==> src/sv/ttm_pkg.sv <==
package ttm_pkg;

   localparam int unsigned INPUT_CLOCK_HZ = 1193182;

   localparam int CNT_W   = 64;
   localparam int RATE_W  = 21;
   localparam int DIV_W   = 16;
   localparam int MSF_W   = 10;
   localparam int ACT_W   = 2;
   localparam int SHORT_W = 32;
   localparam int PROD_W  = SHORT_W + RATE_W;
   localparam int R125_W  = 7;

   localparam int DIV_BITS_PER_CYCLE = 2;
   localparam int DIV_FULL_CYCLES    = CNT_W / DIV_BITS_PER_CYCLE;
   localparam int DIV_SHORT_CYCLES   = SHORT_W / DIV_BITS_PER_CYCLE;
   localparam int DIV_CNT_W          = $clog2(DIV_FULL_CYCLES);

   localparam logic [SHORT_W-1:0] CLOCK_HZ        = SHORT_W'(INPUT_CLOCK_HZ);
   localparam logic [RATE_W-1:0]  DEFAULT_RATE_HZ = RATE_W'(1000);
   localparam logic [DIV_W-1:0]   DIV_MAX         = 16'hFFFF;
   localparam logic [RATE_W-1:0]  FIVE_CUBED      = RATE_W'(125);

   localparam logic [ACT_W-1:0] ACT_TICK = 2'd0;
   localparam logic [ACT_W-1:0] ACT_ARM  = 2'd1;

   typedef enum logic [2:0] {
      DS_CFG_DIVISOR,
      DS_CFG_RATE,
      DS_CFG_GCD5,
      DS_CFG_REDUCE,
      DS_ARM_QUOT,
      DS_ARM_CEIL,
      DS_EL_QUOT,
      DS_EL_FRAC
   } div_src_type;

   typedef enum logic [2:0] {
      MS_ARM_LO,
      MS_ARM_HI,
      MS_ARM_REM,
      MS_EL_LO,
      MS_EL_HI,
      MS_EL_REM
   } mul_src_type;

   typedef enum logic [1:0] {
      ACC_HOLD,
      ACC_COUNT_PLUS,
      ACC_PROD,
      ACC_ADD_HI
   } acc_op_type;

   typedef enum logic [4:0] {
      ST_IDLE,
      ST_C_LD1, ST_C_DV1, ST_C_LD2, ST_C_DV2, ST_C_LD3, ST_C_DV3, ST_C_LD4, ST_C_DV4,
      ST_C_FIN,
      ST_A_LD1, ST_A_DV1, ST_A_M0, ST_A_M1, ST_A_M2, ST_A_LD2, ST_A_DV2, ST_A_FIN,
      ST_E_LD1, ST_E_DV1, ST_E_M0, ST_E_M1, ST_E_M2, ST_E_LD2, ST_E_DV2, ST_E_FIN
   } ctrl_state_type;

   typedef struct packed {
      logic        accept;
      logic        div_start;
      div_src_type div_src;
      mul_src_type mul_src;
      acc_op_type  acc_op;
      logic        set_divisor;
      logic        set_rate;
      logic        set_ms_factor;
      logic        set_rate_factor;
      logic        set_deadline;
      logic        out_load;
   } cmd_type;

   typedef struct packed {
      logic div_busy;
      logic div_done;
      logic in_arm;
      logic out_free;
   } stat_type;

endpackage

==> src/sv/ttm_div.sv <==
module ttm_div (
   input  logic                          clock,
   input  logic                          reset,
   input  logic                          start,
   input  logic                          short_op,
   input  logic [ttm_pkg::CNT_W-1:0]     dividend,
   input  logic [ttm_pkg::RATE_W-1:0]    divisor,
   output logic [ttm_pkg::CNT_W-1:0]     quotient,
   output logic [ttm_pkg::RATE_W-1:0]    remainder,
   output logic                          busy,
   output logic                          done
);

   logic                             busy_ff, busy_in;
   logic [ttm_pkg::DIV_CNT_W-1:0]    cnt_ff, cnt_in;
   logic [ttm_pkg::CNT_W-1:0]        quo_ff, quo_in;
   logic [ttm_pkg::RATE_W-1:0]       rem_ff, rem_in;
   logic [ttm_pkg::RATE_W-1:0]       dvs_ff, dvs_in;

   // radix-4: two restoring steps per cycle
   always_comb begin
      logic [ttm_pkg::CNT_W-1:0]  q;
      logic [ttm_pkg::RATE_W-1:0] r;
      logic [ttm_pkg::RATE_W:0]   sh;
      busy_in = busy_ff;
      cnt_in  = cnt_ff;
      quo_in  = quo_ff;
      rem_in  = rem_ff;
      dvs_in  = dvs_ff;
      q       = quo_ff;
      r       = rem_ff;
      sh      = '0;
      if (start) begin
         busy_in = 1'b1;
         dvs_in  = divisor;
         rem_in  = '0;
         if (short_op) begin
            quo_in = {dividend[ttm_pkg::SHORT_W-1:0], {(ttm_pkg::CNT_W-ttm_pkg::SHORT_W){1'b0}}};
            cnt_in = ttm_pkg::DIV_CNT_W'(ttm_pkg::DIV_SHORT_CYCLES - 1);
         end else begin
            quo_in = dividend;
            cnt_in = ttm_pkg::DIV_CNT_W'(ttm_pkg::DIV_FULL_CYCLES - 1);
         end
      end else if (busy_ff) begin
         for (int i = 0; i < ttm_pkg::DIV_BITS_PER_CYCLE; i++) begin
            sh = {r, q[ttm_pkg::CNT_W-1]};
            q  = {q[ttm_pkg::CNT_W-2:0], 1'b0};
            if (sh >= {1'b0, dvs_ff}) begin
               sh   = sh - {1'b0, dvs_ff};
               q[0] = 1'b1;
            end
            r = sh[ttm_pkg::RATE_W-1:0];
         end
         quo_in = q;
         rem_in = r;
         cnt_in = cnt_ff - 1'b1;
         if (cnt_ff == '0) begin
            busy_in = 1'b0;
         end
      end
   end

   always_ff @(posedge clock) begin
      if (reset) begin
         busy_ff <= 1'b0;
         cnt_ff  <= '0;
      end else begin
         busy_ff <= busy_in;
         cnt_ff  <= cnt_in;
      end
      quo_ff <= quo_in;
      rem_ff <= rem_in;
      dvs_ff <= dvs_in;
   end

   assign quotient  = quo_ff;
   assign remainder = rem_ff;
   assign busy      = busy_ff;
   assign done      = busy_ff && (cnt_ff == '0);

   a_rem_below_divisor: assert property (@(posedge clock) disable iff (reset)
      done && (dvs_ff != '0) |=> (rem_ff < dvs_ff))
      else $error("divider remainder not below divisor");

endmodule

==> src/sv/ttm_dp.sv <==
module ttm_dp (
   input  logic                          clock,
   input  logic                          reset,
   input  ttm_pkg::cmd_type              cmd,
   output ttm_pkg::stat_type             stat,
   input  logic                          csr_wr_en,
   input  logic [ttm_pkg::RATE_W-1:0]    csr_requested_rate_hz,
   input  logic [ttm_pkg::ACT_W-1:0]     req_action,
   input  logic [ttm_pkg::CNT_W-1:0]     req_duration_ms,
   output logic                          rsp_valid,
   input  logic                          rsp_ready,
   output logic [ttm_pkg::CNT_W-1:0]     rsp_tick_count,
   output logic [ttm_pkg::CNT_W-1:0]     rsp_elapsed_ms,
   output logic                          rsp_deadline_reached,
   output logic [ttm_pkg::DIV_W-1:0]     rsp_reload_divisor,
   output logic [ttm_pkg::RATE_W-1:0]    rsp_achieved_rate_hz
);

   logic [ttm_pkg::RATE_W-1:0]  req_rate_ff, req_rate_in;
   logic [ttm_pkg::CNT_W-1:0]   count_ff, count_in;
   logic [ttm_pkg::CNT_W-1:0]   deadline_ff, deadline_in;
   logic [ttm_pkg::CNT_W-1:0]   ms_ff, ms_in;
   logic [ttm_pkg::DIV_W-1:0]   divisor_ff, divisor_in;
   logic [ttm_pkg::RATE_W-1:0]  rate_ff, rate_in;
   logic [ttm_pkg::MSF_W-1:0]   msf_ff, msf_in;
   logic [ttm_pkg::RATE_W-1:0]  ratef_ff, ratef_in;
   logic [ttm_pkg::PROD_W-1:0]  prod_ff, prod_in;
   logic [ttm_pkg::CNT_W-1:0]   acc_ff, acc_in;
   logic                        rsp_valid_ff, rsp_valid_in;
   logic [ttm_pkg::CNT_W-1:0]   out_count_ff, out_count_in;
   logic [ttm_pkg::CNT_W-1:0]   out_elapsed_ff, out_elapsed_in;
   logic                        out_reached_ff, out_reached_in;
   logic [ttm_pkg::DIV_W-1:0]   out_divisor_ff, out_divisor_in;
   logic [ttm_pkg::RATE_W-1:0]  out_rate_ff, out_rate_in;

   logic                        div_short;
   logic [ttm_pkg::CNT_W-1:0]   div_dividend;
   logic [ttm_pkg::RATE_W-1:0]  div_divisor;
   logic [ttm_pkg::CNT_W-1:0]   div_quo;
   logic [ttm_pkg::RATE_W-1:0]  div_rem;
   logic                        div_busy;
   logic                        div_done;

   logic [ttm_pkg::RATE_W-1:0]  hz;
   logic [ttm_pkg::SHORT_W-1:0] rounded_clock;
   logic [ttm_pkg::DIV_W-1:0]   divisor_clamped;
   logic [ttm_pkg::RATE_W-1:0]  rate_calc;
   logic [1:0]                  e2;
   logic [1:0]                  e5;
   logic [ttm_pkg::R125_W-1:0]  r125;
   logic [14:0]                 r125_x205;
   logic [4:0]                  r125_div5;
   logic                        mult5;
   logic                        mult25;
   logic [ttm_pkg::RATE_W-1:0]  p5;
   logic [ttm_pkg::MSF_W-1:0]   msf_base;
   logic [ttm_pkg::MSF_W-1:0]   msf_calc;
   logic [ttm_pkg::SHORT_W-1:0] mul_a;
   logic [ttm_pkg::RATE_W-1:0]  mul_b;
   logic [ttm_pkg::CNT_W-1:0]   sum_fin;

   ttm_div u_div (
      .clock     (clock),
      .reset     (reset),
      .start     (cmd.div_start),
      .short_op  (div_short),
      .dividend  (div_dividend),
      .divisor   (div_divisor),
      .quotient  (div_quo),
      .remainder (div_rem),
      .busy      (div_busy),
      .done      (div_done)
   );

   // divisor = round(clock / hz), clamped
   assign hz            = (req_rate_ff == '0) ? ttm_pkg::DEFAULT_RATE_HZ : req_rate_ff;
   assign rounded_clock = ttm_pkg::CLOCK_HZ + ttm_pkg::SHORT_W'(hz >> 1);

   always_comb begin
      if (div_quo == '0) begin
         divisor_clamped = ttm_pkg::DIV_W'(1);
      end else if (|div_quo[ttm_pkg::CNT_W-1:ttm_pkg::DIV_W]) begin
         divisor_clamped = ttm_pkg::DIV_MAX;
      end else begin
         divisor_clamped = div_quo[ttm_pkg::DIV_W-1:0];
      end
   end

   assign rate_calc = (div_quo == '0) ? ttm_pkg::RATE_W'(1) : div_quo[ttm_pkg::RATE_W-1:0];

   // gcd(rate, 1000) = 2^e2 * 5^e5
   always_comb begin
      priority if (rate_ff[0]) begin
         e2 = 2'd0;
      end else if (rate_ff[1]) begin
         e2 = 2'd1;
      end else if (rate_ff[2]) begin
         e2 = 2'd2;
      end else begin
         e2 = 2'd3;
      end
   end

   // r125 = rate mod 125; divide by 5 via multiply by 205/1024
   assign r125      = div_rem[ttm_pkg::R125_W-1:0];
   assign r125_x205 = 15'(r125) * 15'd205;
   assign r125_div5 = r125_x205[14:10];
   assign mult5     = ({2'b00, r125_div5} + {r125_div5, 2'b00}) == r125;
   assign mult25    = (r125 == 7'd25) || (r125 == 7'd50) || (r125 == 7'd75) ||
                      (r125 == 7'd100);

   always_comb begin
      priority if (r125 == '0) begin
         e5 = 2'd3;
      end else if (mult25) begin
         e5 = 2'd2;
      end else if (mult5) begin
         e5 = 2'd1;
      end else begin
         e5 = 2'd0;
      end
   end

   always_comb begin
      unique case (e5)
         2'd0: begin
            p5       = ttm_pkg::RATE_W'(1);
            msf_base = ttm_pkg::MSF_W'(125);
         end
         2'd1: begin
            p5       = ttm_pkg::RATE_W'(5);
            msf_base = ttm_pkg::MSF_W'(25);
         end
         2'd2: begin
            p5       = ttm_pkg::RATE_W'(25);
            msf_base = ttm_pkg::MSF_W'(5);
         end
         default: begin
            p5       = ttm_pkg::FIVE_CUBED;
            msf_base = ttm_pkg::MSF_W'(1);
         end
      endcase
   end

   assign msf_calc = ttm_pkg::MSF_W'(msf_base << (2'd3 - e2));

   always_comb begin
      div_short    = 1'b1;
      div_dividend = '0;
      div_divisor  = ratef_ff;
      unique case (cmd.div_src)
         ttm_pkg::DS_CFG_DIVISOR: begin
            div_dividend = ttm_pkg::CNT_W'(rounded_clock);
            div_divisor  = hz;
         end
         ttm_pkg::DS_CFG_RATE: begin
            div_dividend = ttm_pkg::CNT_W'(ttm_pkg::CLOCK_HZ);
            div_divisor  = ttm_pkg::RATE_W'(divisor_clamped);
         end
         ttm_pkg::DS_CFG_GCD5: begin
            div_dividend = ttm_pkg::CNT_W'(rate_calc);
            div_divisor  = ttm_pkg::FIVE_CUBED;
         end
         ttm_pkg::DS_CFG_REDUCE: begin
            div_dividend = ttm_pkg::CNT_W'(rate_ff >> e2);
            div_divisor  = p5;
         end
         ttm_pkg::DS_ARM_QUOT: begin
            div_short    = 1'b0;
            div_dividend = ms_ff;
            div_divisor  = ttm_pkg::RATE_W'(msf_ff);
         end
         ttm_pkg::DS_ARM_CEIL: begin
            div_dividend = ttm_pkg::CNT_W'(prod_ff[ttm_pkg::SHORT_W-1:0] +
                           ttm_pkg::SHORT_W'(msf_ff) - 1'b1);
            div_divisor  = ttm_pkg::RATE_W'(msf_ff);
         end
         ttm_pkg::DS_EL_QUOT: begin
            div_short    = 1'b0;
            div_dividend = count_ff;
            div_divisor  = ratef_ff;
         end
         ttm_pkg::DS_EL_FRAC: begin
            div_dividend = ttm_pkg::CNT_W'(prod_ff[ttm_pkg::SHORT_W-1:0]);
            div_divisor  = ratef_ff;
         end
      endcase
   end

   always_comb begin
      mul_a = div_quo[ttm_pkg::SHORT_W-1:0];
      mul_b = ratef_ff;
      unique case (cmd.mul_src)
         ttm_pkg::MS_ARM_LO: begin
            mul_a = div_quo[ttm_pkg::SHORT_W-1:0];
            mul_b = ratef_ff;
         end
         ttm_pkg::MS_ARM_HI: begin
            mul_a = div_quo[ttm_pkg::CNT_W-1:ttm_pkg::SHORT_W];
            mul_b = ratef_ff;
         end
         ttm_pkg::MS_ARM_REM: begin
            mul_a = ttm_pkg::SHORT_W'(div_rem);
            mul_b = ratef_ff;
         end
         ttm_pkg::MS_EL_LO: begin
            mul_a = div_quo[ttm_pkg::SHORT_W-1:0];
            mul_b = ttm_pkg::RATE_W'(msf_ff);
         end
         ttm_pkg::MS_EL_HI: begin
            mul_a = div_quo[ttm_pkg::CNT_W-1:ttm_pkg::SHORT_W];
            mul_b = ttm_pkg::RATE_W'(msf_ff);
         end
         ttm_pkg::MS_EL_REM: begin
            mul_a = ttm_pkg::SHORT_W'(div_rem);
            mul_b = ttm_pkg::RATE_W'(msf_ff);
         end
         default: begin
            mul_a = '0;
            mul_b = '0;
         end
      endcase
   end

   assign prod_in = ttm_pkg::PROD_W'(mul_a) * ttm_pkg::PROD_W'(mul_b);
   assign sum_fin = acc_ff + div_quo;

   always_comb begin
      unique case (cmd.acc_op)
         ttm_pkg::ACC_HOLD:       acc_in = acc_ff;
         ttm_pkg::ACC_COUNT_PLUS: acc_in = count_ff + ttm_pkg::CNT_W'(prod_ff);
         ttm_pkg::ACC_PROD:       acc_in = ttm_pkg::CNT_W'(prod_ff);
         ttm_pkg::ACC_ADD_HI: begin
            acc_in = acc_ff + {prod_ff[ttm_pkg::SHORT_W-1:0],
                               {(ttm_pkg::CNT_W-ttm_pkg::SHORT_W){1'b0}}};
         end
      endcase
   end

   always_comb begin
      req_rate_in    = csr_wr_en ? csr_requested_rate_hz : req_rate_ff;
      count_in       = count_ff;
      ms_in          = ms_ff;
      if (cmd.accept) begin
         ms_in = req_duration_ms;
         if (req_action == ttm_pkg::ACT_TICK) begin
            count_in = count_ff + 1'b1;
         end
      end
      deadline_in    = cmd.set_deadline    ? sum_fin                          : deadline_ff;
      divisor_in     = cmd.set_divisor     ? divisor_clamped                  : divisor_ff;
      rate_in        = cmd.set_rate        ? rate_calc                        : rate_ff;
      msf_in         = cmd.set_ms_factor   ? msf_calc                         : msf_ff;
      ratef_in       = cmd.set_rate_factor ? div_quo[ttm_pkg::RATE_W-1:0]     : ratef_ff;
      rsp_valid_in   = cmd.out_load || (rsp_valid_ff && !rsp_ready);
      out_count_in   = cmd.out_load ? count_ff                 : out_count_ff;
      out_elapsed_in = cmd.out_load ? sum_fin                  : out_elapsed_ff;
      out_reached_in = cmd.out_load ? (count_ff >= deadline_ff) : out_reached_ff;
      out_divisor_in = cmd.out_load ? divisor_ff               : out_divisor_ff;
      out_rate_in    = cmd.out_load ? rate_ff                  : out_rate_ff;
   end

   always_ff @(posedge clock) begin
      if (reset) begin
         req_rate_ff  <= ttm_pkg::DEFAULT_RATE_HZ;
         count_ff     <= '0;
         deadline_ff  <= '0;
         rsp_valid_ff <= 1'b0;
      end else begin
         req_rate_ff  <= req_rate_in;
         count_ff     <= count_in;
         deadline_ff  <= deadline_in;
         rsp_valid_ff <= rsp_valid_in;
      end
      ms_ff          <= ms_in;
      divisor_ff     <= divisor_in;
      rate_ff        <= rate_in;
      msf_ff         <= msf_in;
      ratef_ff       <= ratef_in;
      prod_ff        <= prod_in;
      acc_ff         <= acc_in;
      out_count_ff   <= out_count_in;
      out_elapsed_ff <= out_elapsed_in;
      out_reached_ff <= out_reached_in;
      out_divisor_ff <= out_divisor_in;
      out_rate_ff    <= out_rate_in;
   end

   assign stat.div_busy = div_busy;
   assign stat.div_done = div_done;
   assign stat.in_arm   = (req_action == ttm_pkg::ACT_ARM);
   assign stat.out_free = !rsp_valid_ff || rsp_ready;

   assign rsp_valid            = rsp_valid_ff;
   assign rsp_tick_count       = out_count_ff;
   assign rsp_elapsed_ms       = out_elapsed_ff;
   assign rsp_deadline_reached = out_reached_ff;
   assign rsp_reload_divisor   = out_divisor_ff;
   assign rsp_achieved_rate_hz = out_rate_ff;

   a_tick_advances: assert property (@(posedge clock) disable iff (reset)
      cmd.accept && (req_action == ttm_pkg::ACT_TICK) |=> count_ff == $past(count_ff) + 1'b1)
      else $error("tick word did not advance the count");

endmodule

==> src/sv/ttm_ctrl.sv <==
module ttm_ctrl (
   input  logic               clock,
   input  logic               reset,
   input  logic               csr_wr_en,
   input  logic               req_valid,
   output logic               req_ready,
   input  ttm_pkg::stat_type  stat,
   output ttm_pkg::cmd_type   cmd
);

   ttm_pkg::ctrl_state_type state_ff, state_in;

   always_comb begin
      state_in = state_ff;
      if (csr_wr_en) begin
         state_in = ttm_pkg::ST_C_LD1;
      end else begin
         unique case (state_ff)
            ttm_pkg::ST_IDLE: begin
               if (req_valid) begin
                  state_in = stat.in_arm ? ttm_pkg::ST_A_LD1 : ttm_pkg::ST_E_LD1;
               end
            end
            ttm_pkg::ST_C_LD1: state_in = ttm_pkg::ST_C_DV1;
            ttm_pkg::ST_C_DV1: if (stat.div_done) state_in = ttm_pkg::ST_C_LD2;
            ttm_pkg::ST_C_LD2: state_in = ttm_pkg::ST_C_DV2;
            ttm_pkg::ST_C_DV2: if (stat.div_done) state_in = ttm_pkg::ST_C_LD3;
            ttm_pkg::ST_C_LD3: state_in = ttm_pkg::ST_C_DV3;
            ttm_pkg::ST_C_DV3: if (stat.div_done) state_in = ttm_pkg::ST_C_LD4;
            ttm_pkg::ST_C_LD4: state_in = ttm_pkg::ST_C_DV4;
            ttm_pkg::ST_C_DV4: if (stat.div_done) state_in = ttm_pkg::ST_C_FIN;
            ttm_pkg::ST_C_FIN: state_in = ttm_pkg::ST_IDLE;
            ttm_pkg::ST_A_LD1: state_in = ttm_pkg::ST_A_DV1;
            ttm_pkg::ST_A_DV1: if (stat.div_done) state_in = ttm_pkg::ST_A_M0;
            ttm_pkg::ST_A_M0:  state_in = ttm_pkg::ST_A_M1;
            ttm_pkg::ST_A_M1:  state_in = ttm_pkg::ST_A_M2;
            ttm_pkg::ST_A_M2:  state_in = ttm_pkg::ST_A_LD2;
            ttm_pkg::ST_A_LD2: state_in = ttm_pkg::ST_A_DV2;
            ttm_pkg::ST_A_DV2: if (stat.div_done) state_in = ttm_pkg::ST_A_FIN;
            ttm_pkg::ST_A_FIN: state_in = ttm_pkg::ST_E_LD1;
            ttm_pkg::ST_E_LD1: state_in = ttm_pkg::ST_E_DV1;
            ttm_pkg::ST_E_DV1: if (stat.div_done) state_in = ttm_pkg::ST_E_M0;
            ttm_pkg::ST_E_M0:  state_in = ttm_pkg::ST_E_M1;
            ttm_pkg::ST_E_M1:  state_in = ttm_pkg::ST_E_M2;
            ttm_pkg::ST_E_M2:  state_in = ttm_pkg::ST_E_LD2;
            ttm_pkg::ST_E_LD2: state_in = ttm_pkg::ST_E_DV2;
            ttm_pkg::ST_E_DV2: if (stat.div_done) state_in = ttm_pkg::ST_E_FIN;
            ttm_pkg::ST_E_FIN: if (stat.out_free) state_in = ttm_pkg::ST_IDLE;
         endcase
      end
   end

   always_comb begin
      cmd       = '0;
      req_ready = 1'b0;
      unique case (state_ff)
         ttm_pkg::ST_IDLE: begin
            req_ready  = !csr_wr_en;
            cmd.accept = req_valid && !csr_wr_en;
         end
         ttm_pkg::ST_C_LD1: begin
            cmd.div_start = 1'b1;
            cmd.div_src   = ttm_pkg::DS_CFG_DIVISOR;
         end
         ttm_pkg::ST_C_LD2: begin
            cmd.set_divisor = 1'b1;
            cmd.div_start   = 1'b1;
            cmd.div_src     = ttm_pkg::DS_CFG_RATE;
         end
         ttm_pkg::ST_C_LD3: begin
            cmd.set_rate  = 1'b1;
            cmd.div_start = 1'b1;
            cmd.div_src   = ttm_pkg::DS_CFG_GCD5;
         end
         ttm_pkg::ST_C_LD4: begin
            cmd.set_ms_factor = 1'b1;
            cmd.div_start     = 1'b1;
            cmd.div_src       = ttm_pkg::DS_CFG_REDUCE;
         end
         ttm_pkg::ST_C_FIN: cmd.set_rate_factor = 1'b1;
         ttm_pkg::ST_A_LD1: begin
            cmd.div_start = 1'b1;
            cmd.div_src   = ttm_pkg::DS_ARM_QUOT;
         end
         ttm_pkg::ST_A_M0: cmd.mul_src = ttm_pkg::MS_ARM_LO;
         ttm_pkg::ST_A_M1: begin
            cmd.mul_src = ttm_pkg::MS_ARM_HI;
            cmd.acc_op  = ttm_pkg::ACC_COUNT_PLUS;
         end
         ttm_pkg::ST_A_M2: begin
            cmd.mul_src = ttm_pkg::MS_ARM_REM;
            cmd.acc_op  = ttm_pkg::ACC_ADD_HI;
         end
         ttm_pkg::ST_A_LD2: begin
            cmd.div_start = 1'b1;
            cmd.div_src   = ttm_pkg::DS_ARM_CEIL;
         end
         ttm_pkg::ST_A_FIN: cmd.set_deadline = 1'b1;
         ttm_pkg::ST_E_LD1: begin
            cmd.div_start = 1'b1;
            cmd.div_src   = ttm_pkg::DS_EL_QUOT;
         end
         ttm_pkg::ST_E_M0: cmd.mul_src = ttm_pkg::MS_EL_LO;
         ttm_pkg::ST_E_M1: begin
            cmd.mul_src = ttm_pkg::MS_EL_HI;
            cmd.acc_op  = ttm_pkg::ACC_PROD;
         end
         ttm_pkg::ST_E_M2: begin
            cmd.mul_src = ttm_pkg::MS_EL_REM;
            cmd.acc_op  = ttm_pkg::ACC_ADD_HI;
         end
         ttm_pkg::ST_E_LD2: begin
            cmd.div_start = 1'b1;
            cmd.div_src   = ttm_pkg::DS_EL_FRAC;
         end
         ttm_pkg::ST_E_FIN: cmd.out_load = stat.out_free;
         default: begin
            cmd       = '0;
            req_ready = 1'b0;
         end
      endcase
   end

   // reset starts with a rate recompute from the default request
   always_ff @(posedge clock) begin
      if (reset) begin
         state_ff <= ttm_pkg::ST_C_LD1;
      end else begin
         state_ff <= state_in;
      end
   end

   a_ready_div_idle: assert property (@(posedge clock) disable iff (reset)
      req_ready |-> !stat.div_busy)
      else $error("accepting a word while the divider is busy");

   a_start_runs_div: assert property (@(posedge clock) disable iff (reset)
      cmd.div_start |=> stat.div_busy)
      else $error("divider did not start");

endmodule

==> src/sv/tick_timebase_ms_converter.sv <==
// Tick timebase with millisecond conversion. A write on csr_wr_en sets the requested
// tick rate (zero means 1000 Hz) and starts a recompute of the reload divisor, the
// achieved rate and the reduced ms/rate factors; the same recompute runs after reset,
// with req_ready low meanwhile. Each request word (tick, arm or status) yields one
// response word, unless a csr_wr_en write restarts the recompute before it is loaded.
// A new word is accepted only after the last one's divides and multiplies are done;
// the pace is set by a shared radix-4 divider (64-bit and 32-bit quotients) that each
// word uses two or four times, plus a 32x21 multiplier pass per partial product. The
// response sits in an output register, so the next word is accepted while a finished
// response waits on rsp_ready.
module tick_timebase_ms_converter (
   input  logic                          clock,
   input  logic                          reset,
   input  logic                          csr_wr_en,
   input  logic [ttm_pkg::RATE_W-1:0]    csr_requested_rate_hz,
   input  logic                          req_valid,
   output logic                          req_ready,
   input  logic [ttm_pkg::ACT_W-1:0]     req_action,
   input  logic [ttm_pkg::CNT_W-1:0]     req_duration_ms,
   output logic                          rsp_valid,
   input  logic                          rsp_ready,
   output logic [ttm_pkg::CNT_W-1:0]     rsp_tick_count,
   output logic [ttm_pkg::CNT_W-1:0]     rsp_elapsed_ms,
   output logic                          rsp_deadline_reached,
   output logic [ttm_pkg::DIV_W-1:0]     rsp_reload_divisor,
   output logic [ttm_pkg::RATE_W-1:0]    rsp_achieved_rate_hz
);

   ttm_pkg::cmd_type  cmd;
   ttm_pkg::stat_type stat;

   ttm_ctrl u_ctrl (
      .clock     (clock),
      .reset     (reset),
      .csr_wr_en (csr_wr_en),
      .req_valid (req_valid),
      .req_ready (req_ready),
      .stat      (stat),
      .cmd       (cmd)
   );

   ttm_dp u_dp (
      .clock                 (clock),
      .reset                 (reset),
      .cmd                   (cmd),
      .stat                  (stat),
      .csr_wr_en             (csr_wr_en),
      .csr_requested_rate_hz (csr_requested_rate_hz),
      .req_action            (req_action),
      .req_duration_ms       (req_duration_ms),
      .rsp_valid             (rsp_valid),
      .rsp_ready             (rsp_ready),
      .rsp_tick_count        (rsp_tick_count),
      .rsp_elapsed_ms        (rsp_elapsed_ms),
      .rsp_deadline_reached  (rsp_deadline_reached),
      .rsp_reload_divisor    (rsp_reload_divisor),
      .rsp_achieved_rate_hz  (rsp_achieved_rate_hz)
   );

endmodule
==> config.mk <==
export PLATFORM = sky130hd
export DESIGN_NAME = tick_timebase_ms_converter
export DESIGN_NICKNAME = d
export VERILOG_FILES = /design/src/sv/ttm_pkg.sv /design/src/sv/ttm_div.sv /design/src/sv/ttm_dp.sv /design/src/sv/ttm_ctrl.sv /design/src/sv/tick_timebase_ms_converter.sv
export SDC_FILE = /design/constraint.sdc
export NUM_CORES = 2
export LEC_CHECK = 0
export BUFFER_PORTS_ARGS = -buffer_cell sky130_fd_sc_hd__buf_4
export CAP_MARGIN = 20
export CORE_MARGIN = 2
export CORE_UTILIZATION = 40
export DETAILED_ROUTE_END_ITERATION = 8
export GPL_ROUTABILITY_DRIVEN = 0
export GPL_TIMING_DRIVEN = 0
export PLACE_DENSITY = 0.55
export SLEW_MARGIN = 20
export SYNTH_ARGS = -nofsm -noshare
export SYNTH_HDL_FRONTEND = slang
export SYNTH_SLANG_ARGS = --single-unit
==> constraint.sdc <==
create_clock -name clock -period 19.9 [get_ports clock]
set_input_delay 1.99 -clock clock [delete_from_list [all_inputs] [get_ports clock]]
set_output_delay 1.99 -clock clock [all_outputs]
set_load 0.05 [all_outputs]
# After elaboration in Yosys (flattened, before gate mapping)
# Index checks and enable logic that the tools add are counted.
[totals]
ff_bits = 682
in_bits = 92
output_inout_bits = 168
[op_classes]
n_addsub = 12
mul = 2
order_cmp = 3
n_eq_ne = 58
n_shift = 2
muxes = 55
n_reduce_logical = 35
[ops]
columns = ["cell", "count"]
rows = [
  ["one-hot mux 64 bit (8 select lines)", 1],
  ["two-way mux 64 bit", 3],
  ["one-hot mux 64 bit (3 select lines)", 1],
  ["one-hot mux 5 bit (26 select lines)", 1],
  ["adder 64 bit", 2],
  ["two-way mux 21 bit", 6],
  ["one-hot mux 21 bit (6 select lines)", 1],
  ["one-hot mux 32 bit (3 select lines)", 1],
  ["two-way mux 5 bit", 14],
  ["adder 64 x 1 -> 64 bit, second input constant", 1],
  ["adder 64 x 53 -> 64 bit", 1],
  [">= comparator 64 bit", 1],
  ["zero test 64 bit", 1],
  ["right shift 21 x 2 -> 64 bit", 1],
  ["subtractor 64 x 1 -> 64 bit, second input constant", 1],
  ["multiplier 32 x 21 -> 53 bit", 1],
  ["== test 5 bit, second input constant", 10],
  ["OR reduction 48 bit", 1],
  [">= comparator 22 x 21 -> 1 bit", 2],
  ["one-hot mux 21 bit (2 select lines)", 1],
  ["one-hot mux 7 bit (3 select lines)", 2],
  ["subtractor 21 bit", 2],
  ["== test 5 x 4 -> 1 bit, second input constant", 8],
  ["adder 32 x 10 -> 33 bit", 1],
  ["other kinds (39)", 103],
]

# Longest topological paths before layout
[depth]
ltp_word = 9
mapped_depth = 38
depth_no_buf = 33

# Hierarchy
# Synthesis repeated with hierarchy kept, for this count alone.
[unflattened]
cells_unflattened = 7116
area_unflattened_um2 = 65153.7
[by_module_without_submodules]
columns = ["mod", "instances", "cells_per_inst", "area_each_um2", "seq_area_each_um2"]
rows = [
  ["ttm_dp", 1, 6316, 57458.9, 14934.3],
  ["ttm_div", 1, 700, 6996.7, 3093.0],
  ["ttm_ctrl", 1, 100, 698.2, 100.1],
]

# Least setup slack after synthesis
# Ideal clock, no wire load.
[synth_timing]
kind = "input -> register"
startpoint = "input port rsp_ready"
endpoint = "register u_dp.out_rate_ff (netlist bit u_dp.rsp_achieved_rate_hz[0]) (enable)"
t_arrival_ns = 13.275
setup_slack_ns = 5.729
path_stages = 2
n_path_buf = 0
cell_sequence = "nor2b_1 -> nor3_1"
[synth_rtl]
columns = ["element", "line_no", "source"]
rows = [
  ["start: declaration", "tick_timebase_ms_converter.sv:21", "input logic rsp_ready,"],
  ["end signal: assignment", "ttm_dp.sv:286", "out_rate_ff <= out_rate_in;"],
  ["end: declaration", "ttm_dp.sv:34", "logic [ttm_pkg::RATE_W-1:0] out_rate_ff, out_rate_in;"],
]

# Worst setup path after layout
[layout_timing]
startpoint = "register u_ctrl.state_ff[0]"
endpoint = "register u_dp.prod_ff[49] (netlist name)"
[layout_via]
elab_chain_cells = 6
elab_cells_between_ends = 20
classes_between = "mul (1); eq/ne (10); mux (3); reduce/logical (6)"
[layout_rtl]
columns = ["element", "line_no", "source"]
rows = [
  ["start: declaration", "ttm_ctrl.sv:11", "ttm_pkg::ctrl_state_type state_ff, state_in;"],
  ["start signal: assignment", "ttm_ctrl.sv:127", "state_ff <= ttm_pkg::ST_C_LD1;"],
  ["start signal: assignment", "ttm_ctrl.sv:129", "state_ff <= state_in;"],
  ["== test 5 bit or == test 5 x 4 -> 1 bit (tied branches)", "ttm_ctrl.sv:56", "unique case (state_ff)"],
  ["one-hot mux 3 bit (5 select lines) (*)", "ttm_ctrl.sv:56", ""],
  ["== test 3 x 2 -> 1 bit, or another cell as far along", "ttm_dp.sv:193", "unique case (cmd.mul_src)"],
  ["OR reduction 3 bit (no line) or OR reduction 2 bit (tied branches)", "n/a", ""],
  ["one-hot mux 21 bit (2 select lines) or one-hot mux 32 bit (3 select lines) (tied branches)", "ttm_dp.sv:193", ""],
  ["multiplier 32 x 21 -> 53 bit (*)", "ttm_dp.sv:225", "assign prod_in = ttm_pkg::PROD_W'(mul_a) * ttm_pkg::PROD_W'(mul_b);"],
  ["named net u_dp.prod_in, one bit", "ttm_dp.sv:27", "logic [ttm_pkg::PROD_W-1:0] prod_ff, prod_in;"],
  ["end signal: assignment", "ttm_dp.sv:280", "prod_ff <= prod_in;"],
  ["end: declaration", "ttm_dp.sv:27", ""],
]
# Mark *: on every way through the listed nets, which the timed path passes. The rest lies on a longest branch.
# A chain may end at the register's enable or synchronous reset.

==> flow_results.xml <==
<?xml version="1.0" encoding="UTF-8"?>
<metrics>
  <group name="yosys">
    <metric name="synth_most_common_cell" unit="">inv_1</metric>
    <metric name="synthDominantAreaCellType" unit="">edfxtp_1</metric>
    <metric name="edff_count_synth" unit="">447</metric>
    <metric name="main_combinational_cell_family_by_area_after_synthesis" unit="">adder cells</metric>
    <metric name="asyncSetResetFlopFracSynth" unit="%">0</metric>
    <metric name="synth-adder-area-share" unit="%">27.8</metric>
    <metric name="netlist.area_leader.share" unit="%">21.2</metric>
    <metric name="synth.net_count" unit="">8122</metric>
    <metric name="xor_xnor_fraction_of_synth_area" unit="%">4.76</metric>
    <metric name="ys.warnings.count" unit="">0</metric>
    <metric name="ys_types" unit="">97</metric>
    <metric name="ys_top_cells_by_count" unit="">861 x inv_1, 852 x nand2_1, 632 x nor2_1, 582 x fa_1, 477 x ha_1</metric>
    <metric name="synth.mux.area_fraction" unit="%">1.59</metric>
    <metric name="netlist_area" unit="um^2">63300</metric>
    <metric name="synth-main-ff-cell" unit="">edfxtp_1</metric>
    <metric name="post_synthesis_simple_gate_area_fraction" unit="%">15.3</metric>
    <metric name="synth-seq-area-share" unit="%">28.6</metric>
    <metric name="netlist_top_cells_area" unit="">edfxtp_1 21%, fa_1 18%, ha_1 9.4%, dfxtp_1 7.4%, inv_1 5.1%</metric>
    <metric name="postSynthRegisterBits" unit="">682</metric>
    <metric name="synth_area_per_cell" unit="um^2">9.08</metric>
    <metric name="syn_inst" unit="">6971</metric>
    <metric name="synth_compound_gate_area_share" unit="%">14.7</metric>
  </group>
  <group name="global_route">
    <metric name="globalRouteMet3Util" unit="%">8.17</metric>
    <metric name="grt_start_max_net_pins" unit="">50</metric>
    <metric name="antenna_found_initial" unit="">4</metric>
    <metric name="via_count_of_the_first_global_routing_pass" unit="">53237</metric>
    <metric name="global_route.overflow_total" unit="">0</metric>
    <metric name="grt_pass1_wl" unit="um">365000</metric>
    <metric name="groute.layer.met2.usage" unit="%">45.1</metric>
    <metric name="grtUsageMet1" unit="%">42.7</metric>
    <metric name="busiest_layer" unit="">met2</metric>
    <metric name="groute.usage.overall" unit="%">30.8</metric>
  </group>
  <group name="detailed_routing">
    <metric name="via_per_inst" unit="">5.87</metric>
    <metric name="drc" unit="">5</metric>
    <metric name="wl" unit="um">253000</metric>
    <metric name="via_count" unit="">55576</metric>
    <metric name="wire_per_inst" unit="um">26.7</metric>
    <metric name="drt-initial-drc-count" unit="">6697</metric>
    <metric name="route.antenna.remaining_nets" unit="">0</metric>
    <metric name="first_pass_iters" unit="">9</metric>
  </group>
  <group name="die">
    <metric name="design.portCount" unit="">260</metric>
    <metric name="core.rowCount" unit="">145</metric>
    <metric name="die_x" unit="um">402</metric>
    <metric name="floorplan.initialDensity" unit="%">40.4</metric>
    <metric name="design.die.area" unit="um^2">161000</metric>
    <metric name="design.core.area" unit="um^2">157000</metric>
    <metric name="die_h" unit="um">402</metric>
  </group>
  <group name="timing">
    <metric name="setup-violations-final" unit="">0</metric>
    <metric name="fin_worst_skew" unit="ns">0.0381</metric>
    <metric name="max_freq" unit="GHz">0.0889</metric>
    <metric name="setup-tns-final" unit="ns">0</metric>
    <metric name="slew_headroom" unit="%">21.4</metric>
    <metric name="final-hold-violation-count" unit="">0</metric>
    <metric name="timing_max_transition_violations_final" unit="">0</metric>
    <metric name="grt_setup_unrepaired" unit="">no</metric>
    <metric name="post-route-period-util" unit="%">56.5</metric>
    <metric name="worst_margin_slew" unit="ns">1.17</metric>
    <metric name="final_critical_path_time_including_i_o_delays_and_setup" unit="ns">11.25</metric>
  </group>
  <group name="place">
    <metric name="cell_count_after_placement" unit="">9325</metric>
    <metric name="dpl.hpwl" unit="um">206000</metric>
    <metric name="placed_cell_area" unit="um^2">68200</metric>
    <metric name="io_buffers" unit="">258</metric>
  </group>
  <group name="power_and_ir_drop">
    <metric name="power_density" unit="nW/um^2">145</metric>
    <metric name="peakVddDrop" unit="mV">0.239</metric>
    <metric name="power.static_leakage" unit="nW">30.9</metric>
  </group>
  <group name="clock_network">
    <metric name="cts_resized" unit="">0</metric>
    <metric name="clk_path_buf_depth" unit="">3</metric>
    <metric name="clock_tree.htree_level_count" unit="">3</metric>
    <metric name="clock_latency" unit="ns">0.69</metric>
    <metric name="cts.repair_timing.setup_buffer_count" unit="">0</metric>
    <metric name="numCtsBuffers" unit="">76</metric>
    <metric name="root_buffer_cell" unit="">clkbuf_16</metric>
    <metric name="cts.reportedPaths.clkPinSlew" unit="ns">0.06</metric>
    <metric name="clock_sink_count" unit="">682</metric>
    <metric name="cts-hold-fix-buffers" unit="">0</metric>
    <metric name="tritoncts" unit="">done</metric>
  </group>
  <group name="flow_run">
    <metric name="number_of_max_cap_violations" unit="">0</metric>
  </group>
  <group name="critical_path">
    <metric name="critPathMaxFanout" unit="">10</metric>
    <metric name="max_stage_delay" unit="ns">0.95</metric>
    <metric name="startpoint_type" unit="">register</metric>
    <metric name="critPathRequiredTime" unit="ns">20.46</metric>
    <metric name="setup.worst_path.class" unit="">register to register</metric>
    <metric name="cp-end-kind" unit="">register</metric>
    <metric name="critPathMostFrequentCell" unit="">fa_1</metric>
    <metric name="worstPathArrival" unit="ns">11.81</metric>
    <metric name="critical-path-slowest-cell" unit="">mux2i_1</metric>
  </group>
  <group name="run_status">
    <metric name="status" unit="">complete, but fails checks</metric>
    <metric name="violations" unit="">design-rule violations</metric>
  </group>
  <group name="final_layout">
    <metric name="areaGrowthSynthToFinish" unit="%">12.2</metric>
    <metric name="stdcell_count" unit="">9473</metric>
    <metric name="post_route_cells_drive_above_1_share" unit="%">7.09</metric>
    <metric name="fillers" unit="">15173</metric>
    <metric name="stdcell_area" unit="um^2">71000</metric>
    <metric name="finalNetCount" unit="">8496</metric>
  </group>
  <group name="hold_path">
    <metric name="worstHoldPathType" unit="">register to register</metric>
  </group>
</metrics>
-- power breakdown --
| group | switching (mW) | total, mW | internal, mW |
|---|---|---|---|
| Clock | 0.637 | 1.55 | 0.917 |
| Sequential | 0.369 | 2.09 | 1.72 |
| Combinational | 4.13 | 6.65 | 2.52 |
-- stage by stage --
stage / utilization [%] / hold slack [ns] / worst slack, ns / total power [mW]
floorplan: - / 0.400 / 5.73 / 6.43
global placement: 43.3 / 0.403 / 0.0206 / 8.56
detailed placement: 43.6 / 0.407 / 8.80 / 8.59
CTS: 45.3 / 0.421 / 8.73 / 10.2
global route: 45.3 / 0.427 / 8.10 / 11.0
finish: 45.3 / 0.418 / 8.65 / 10.3
-- metal layers --
metal | part of all wire (%) | vias to the layer above | wire length (um)
li1 | - | 24503 | -
met1 | 41 | 27439 | 104000
met2 | 42 | 3053 | 106000
met3 | 12 | 579 | 29800
met4 | 5.2 | 2 | 13300
met5 | 0.0055 | - | 14
-- cell usage in the layout, fill, tap and decap left out, drive strengths merged, types with 36 or more instances in the layout --
cell,n
a21o,158
a21oi,430
a221oi,45
a22o,36
a22oi,49
a31oi,42
and2,55
and3,37
buf,332
clkbuf,427
dfxtp,235
edfxtp,447
fa,582
ha,477
inv,866
mux2i,74
nand2,852
nand2b,69
nand3,165
nand4,78
nor2,632
nor2b,39
nor3,98
o21a,37
o21ai,271
o21bai,40
o31ai,38
xnor2,197
xor2,143
-- cell type report --
type	count	area, um^2	share of cell area [%]
clock buffer	112	2320	3.26
buffer	351	1360	1.92
timing repair buffer	296	2310	3.26
multi-input combinational	5077	40600	57.3
antenna	6	15.0	0.0212
inverter	861	3230	4.55
tap	2058	2570	3.63
clock inverter	30	403	0.568
sequential	682	18100	25.5
-- flip-flops by register name, indices dropped and copies added, names as in the netlist, 53 cells and up --
signal,cells
u_dp.u_div.quotient,64
u_dp.ms_ff,64
u_dp.prod_ff,53
u_dp.deadline_ff,64
u_dp.acc_ff,64
u_dp.rsp_elapsed_ms,64
u_dp.count_ff,64
u_dp.rsp_tick_count,64
-- cell families after synthesis --
kind of cell / count (synthesis)
simple gates: 2167
compound gates: 1413
buf+inv: 1212
fa+ha+maj: 1059
flops: 682
xor+xnor: 341
mux: 97
-- worst paths after layout --
check	startpoint	end	slack [ns]	depth (start not counted)
min	u_dp.divisor_ff[10]	u_dp.rsp_reload_divisor[10]	0.42	0
max	u_ctrl.state_ff[0]	u_dp.prod_ff[49]	8.65	31
max reg2reg	u_ctrl.state_ff[0]	u_dp.prod_ff[49]	8.65	31
min reg2reg	u_dp.divisor_ff[10]	u_dp.rsp_reload_divisor[10]	0.42	0
-- critical path, delay by kind of cell (launching register included) --
family,cells,cell delay [ns]
buf+inv,9,2.42
flops,1,0.31
mux,1,0.95
xor+xnor,1,0.17
simple gates,7,1.36
fa+ha+maj,8,4.09
compound gates,5,1.80
No activity file was read; power rests on OpenSTA's default activity.
